<file path="src/rtl/lnrb_ram.sv">
// Generic single-port-write, single-port-read RAM with registered read data.
module lnrb_ram #(
  parameter int unsigned WIDTH = 8,
  parameter int unsigned DEPTH = 256
) (
  input  logic                     clk_i,
  input  logic                     we_i,
  input  logic [$clog2(DEPTH)-1:0] waddr_i,
  input  logic [WIDTH-1:0]         wdata_i,
  input  logic                     re_i,
  input  logic [$clog2(DEPTH)-1:0] raddr_i,
  output logic [WIDTH-1:0]         rdata_o
);

  logic [WIDTH-1:0] mem_q [DEPTH];
  logic [WIDTH-1:0] rdata_q;

  always_ff @(posedge clk_i) begin
    if (we_i) begin
      mem_q[waddr_i] <= wdata_i;
    end
    // read data holds while no read is issued
    if (re_i) begin
      rdata_q <= mem_q[raddr_i];
    end
  end

  assign rdata_o = rdata_q;

endmodule

</file>
<file path="config.mk">
export PLATFORM = sky130hd
export DESIGN_NAME = lnrb_ram
export DESIGN_NICKNAME = d
export VERILOG_FILES = /design/src/rtl/lnrb_ram.sv
export SDC_FILE = /design/constraint.sdc
export NUM_CORES = 2
export LEC_CHECK = 0
export ABC_AREA = 1
export BUFFER_PORTS_ARGS = -buffer_cell sky130_fd_sc_hd__buf_2
export CAP_MARGIN = 20
export CORE_ASPECT_RATIO = 1.1
export CORE_MARGIN = 4
export CORE_UTILIZATION = 40
export CTS_BUF_LIST = sky130_fd_sc_hd__clkbuf_8
export DETAILED_ROUTE_END_ITERATION = 10
export PLACE_DENSITY = 0.63
export SYNTH_ARGS = -nofsm -noshare
export SYNTH_HDL_FRONTEND = slang
export SYNTH_SLANG_ARGS = --single-unit
</file>
<file path="constraint.sdc">
create_clock -name clk_i -period 3.2 [get_ports clk_i]
set_clock_uncertainty 0.15 [all_clocks]
set_input_delay 0.64 -clock clk_i [delete_from_list [all_inputs] [get_ports clk_i]]
set_output_delay 0.64 -clock clk_i [all_outputs]
set_load 0.005 [all_outputs]
</file>
## Yosys cells after proc, flatten, opt, wreduce, memory -nomap -nowiden

Memory sizes are Yosys's and may differ from the RTL's. A register that Yosys moved wholly into a read port is not among the register bits.
Index checks and enable logic that the tools add are counted.

- Register bits: 0
- Memory bits (writable): 2,048
- Output and inout port bits: 8
- Logic and storage cells: 3
- Memories: 1

Memory list:

| name | words | bits a word | rd ports | clocked after Yosys merged registers in | wr ports | RTL line | text |
|---|---|---|---|---|---|---|---|
| mem_q | 256 | 8 | 1 | 1 | 1 | 15 | `logic [WIDTH-1:0] mem_q [DEPTH];` |

- Mux-type cells: 2

Operators with widths:

| cell | count |
|---|---|
| 1-bit 2-to-1 mux | 2 |

## Logic depth before layout (Yosys ltp)

- Word-level depth: 2
- Depth in mapped cells: 15
- Mapped depth without buffers: 11

## Worst setup path after synthesis

No wires, ideal clock.

- Path type: input -> register
- Start point: input we_i
- End point: memory mem_q[162][0] (enable)
- Setup time: 0.370 ns
- Arrival time: 1.761 ns
- Data required time: 2.680 ns
- Setup slack: 0.919 ns
- Stages: 4
- Cells stage by stage: clkbuf_1 nand3_1 clkbuf_1 nor2_1

- Cells in the longest elaborated chain, start to end: 2

Ends and longest elaborated chain:

| item | RTL line | text |
|---|---|---|
| start: declaration | 7 | `input logic we_i,` |
| 1-bit 2-to-1 mux | 19 | `if (we_i) begin` |
| 1-bit 2-to-1 mux (not written as such) | 20 | `mem_q[waddr_i] <= wdata_i;` |
| end: declaration | 15 |  |

No other way between the ends.

## Worst setup path in the final report

- Start point: register rdata_q[3] (netlist: rdata_o[3]) (read register of mem_q)
- End point: output rdata_o[3]

RTL lines:

| item | RTL line | text |
|---|---|---|
| start: declaration | 16 | `logic [WIDTH-1:0] rdata_q;` |
| end: declaration | 12 | `output logic [WIDTH-1:0] rdata_o` |

No word-level cell between the ends.

==> parameters.txt <==
Parameter                              Value

Outcome
  Outcome ... finished clean

Pwr
  Peak ir drop on the vdd network ... 0.473 mV
  PwrDens ... 562 mW/mm^2
  Leakage power of the design ... 34.0 nW
  Final total power ... 53.7 mW

Synthesis
  Top cells by area, synth ... edfxtp_1, nand3_1, nand2_1
  Net Count, Synth ... 7,030
  Most frequently used flop master after synthesis ... edfxtp_1
  Async set-reset flop share out of synthesis ... 0
  Count of different cell masters after synthesis ... 13
  Share of the synthesized area in the top cell type ... 0.740
  Most common cell in the netlist ... nand2_1
  Commonest cells in the netlist ... nand2_1, edfxtp_1, nand3_1, nor2_1, buf_2
  Cell accounting for the most synthesized area ... edfxtp_1
  Fraction of the yosys area taken by sequential cells ... 0.740
  Average instance area after synthesis ... 11.9 sq um
  Register bit total from synthesis ... 2,056
  Post-synthesis instance area ... 0.0835 sq mm
  Yosys warning count ... 0
  Mapped Cells ... 7,003
  Post-synth EDFFs ... 2,056

Setup path
  Critical path arrival ... 1.92 ns
  Family of cells with the greatest summed delay on the critical path ... flip-flops
  Endpoint required time on the critical path ... 2.41 ns
  Critical Setup Path Class ... reg -> out
  Crit start category ... flip-flop
  Crit path buffers/inverters ... 1
  Max stage delay on crit path ... 0.63 ns
  Largest fanout of any net on the critical path ... 1
  Critical Path Sink Type ... primary output
  Standard cell with the maximum stage delay on the critical path ... edfxtp_1
  Cell chain of the critical path ... buf_2

Min path
  Class of the tightest hold or removal check ... in -> reg

Final layout
  Fill cell total of the finished layout ... 18.6k
  Net count, final ... 7,404
  Post-route design area ... 0.0955 sq mm
  Core occupancy in the finished layout ... 0.461
  Number of cells in the finished layout apart from fillers ... 10.4k
  Fraction of layout instances using a drive strength above 1 ... 0.120
  Layout area overhead ... 14.4%

Global routing
  Overflow left after global routing ... 0
  Number of antenna violations at the first check in global routing ... 7
  Global-route wire length before repair ... 352 mm
  Total global routing track utilization ... 0.215
  Maximum number of pins on one net before global-route repair ... 96
  Number of global-route vias before repair ... 55.1k

Place
  Gp weighted congestion ... 0.910
  Placed cell count ... 9,778
  Half-perimeter wire length after placement ... 143 mm
  Placement-stage cell area ... 0.0896 sq mm
  Number of input and output port buffers inserted ... 34

Detailed routing
  DRT iter0 DRCs ... 6,286
  Number of vias in the routed layout ... 56.5k
  Average detailed-routed wire length per instance ... 22.8 microns
  Detailed-routing iteration count for the pre-antenna-repair pass ... 6
  Total routed wirelength ... 236 mm
  Average vias per placed instance ... 5.45
  DRC Markers ... 0
  Antenna-violating nets left ... 0

Floorplanning
  Area of the die ... 0.216 sq mm
  Floorplan die width ... 444 microns
  Core Area ... 0.207 sq mm
  # IOs ... 35
  Starting density of the core ... 0.403
  Height of the die ... 487 microns
  Number of rows created at floorplan ... 175

Clock network
  H-tree lvl count ... 5
  TritonCTS sink count ... 2,056
  Root buf cell ... clkbuf_8
  TritonCTS clock tree ... yes
  Number of buffers added by the clock tree synthesis step ... 330
  Setup bufs post-CTS ... 0
  Quantity of gates resized following cts ... 0
  Worst-skew pair later-pin latency ... 1.05 ns
  Max Buffers Root-to-Sink ... 4
  CTS clock-pin slew for the worst setup and hold paths ... 0.06 ns

Timing
  Clock period minus worst slack ... 2.71 ns
  Number of pins exceeding their max-slew limit in the final report ... 0
  Highest attainable clock frequency ... 0.369 GHz
  Relative slew slack ... 0.362
  Setup repair after global routing missed its margin ... false
  Worst hold margin ... 0.299 ns
  Final Hold Fails ... 0
  Worst-Margin Slew ... 0.957 ns
  Part of the cycle the worst path needs ... 0.847
  Number of setup violations in the final report ... 0

Flow run
  Total of max-cap violations ... 0
## flip-flops by register name, indices dropped and copies added, names as in the netlist
register  count
mem_q      2048
rdata_o       8
## path summary, 6_finish.rpt
check,start,endpoint,slack [ns],cells past startpoint
worst min-delay path,raddr_i[6],rdata_o[0]$_DFFE_PP_,0.30,6
worst max register to register,mem_q[11][5]$_DFFE_PP_,rdata_o[5]$_DFFE_PP_,0.94,10
worst max-delay path,rdata_o[3]$_DFFE_PP_,rdata_o[3],0.49,1
worst min register to register,mem_q[252][0]$_DFFE_PP_,rdata_o[0]$_DFFE_PP_,0.96,10
## cell type report
type	count	area, sq um	share of cell area
Timing Repair Buffer	525	5220	0.0547
Tap cell	2743	3430	0.0360
Sequential cell	2056	61700	0.647
Clock buffer	337	4640	0.0486
Inverter	39	180	0.00189
Multi-Input combinational cell	4425	19100	0.201
Antenna cell	7	17.5	0.000183
Clock inverter	225	1090	0.0114
## tightest hold or removal path, stage by stage
cell and delay (ns):
buf_2 0.14, buf_4 0.24, nand3_1 0.12, nand2_1 0.05, nand2_1 0.07, nand2_1 0.05
## metal layers
layer  part of all wire  track usage  vias up
met3              0.083       0.0392      498
li1                   -            -    25600
met2               0.48        0.345     2688
met5                  0            0        -
met1               0.39        0.283    27600
met4              0.047        0.104        0
## report_power, final
group	total [mW]	switching, mW	internal, mW
clock network	20.3	10.1	10.2
logic	3.66	2.66	0.995
registers	29.7	0.0333	29.7
total	53.7	12.8	40.9
## metrics by stage
| stage | setup TNS (ns) | setup WS, ns |
|---|---|---|
| global route | 0 | 0.478 |
| detailed placement | -0.695 | -0.180 |
| global placement | -0.898 | -0.233 |
| floorplan | 0 | 0.919 |
| finish | 0 | 0.491 |
| CTS | 0 | 0.398 |
## placed cells by master, fill, tap and decap left out, drive strengths merged
cell type	n
nor2	283
dlygate4sd3	10
inv	130
clkinv	123
bufinv	6
edfxtp	2056
nand2	2123
clkbuf	337
nand3	2019
diode	7
clkinvlp	5
buf	515
## kinds of logic (layout without fill, tap and decap cells)
group         after synthesis  count (layout)  share of synthesized area
buf+inv                   522            1126                     0.0312
flops                    2056            2056                      0.740
simple gates             4425            4425                      0.229
other cells                 0               7                          0
## what timing repair did
| item | CTS | global route |
|---|---|---|
| endpoints found under the hold margin | 423 | 0 |
| hold buffers | 10 | 0 |
| setup endpoints to repair | 0 | 0 |
No activity file was read; power rests on OpenSTA's default activity.
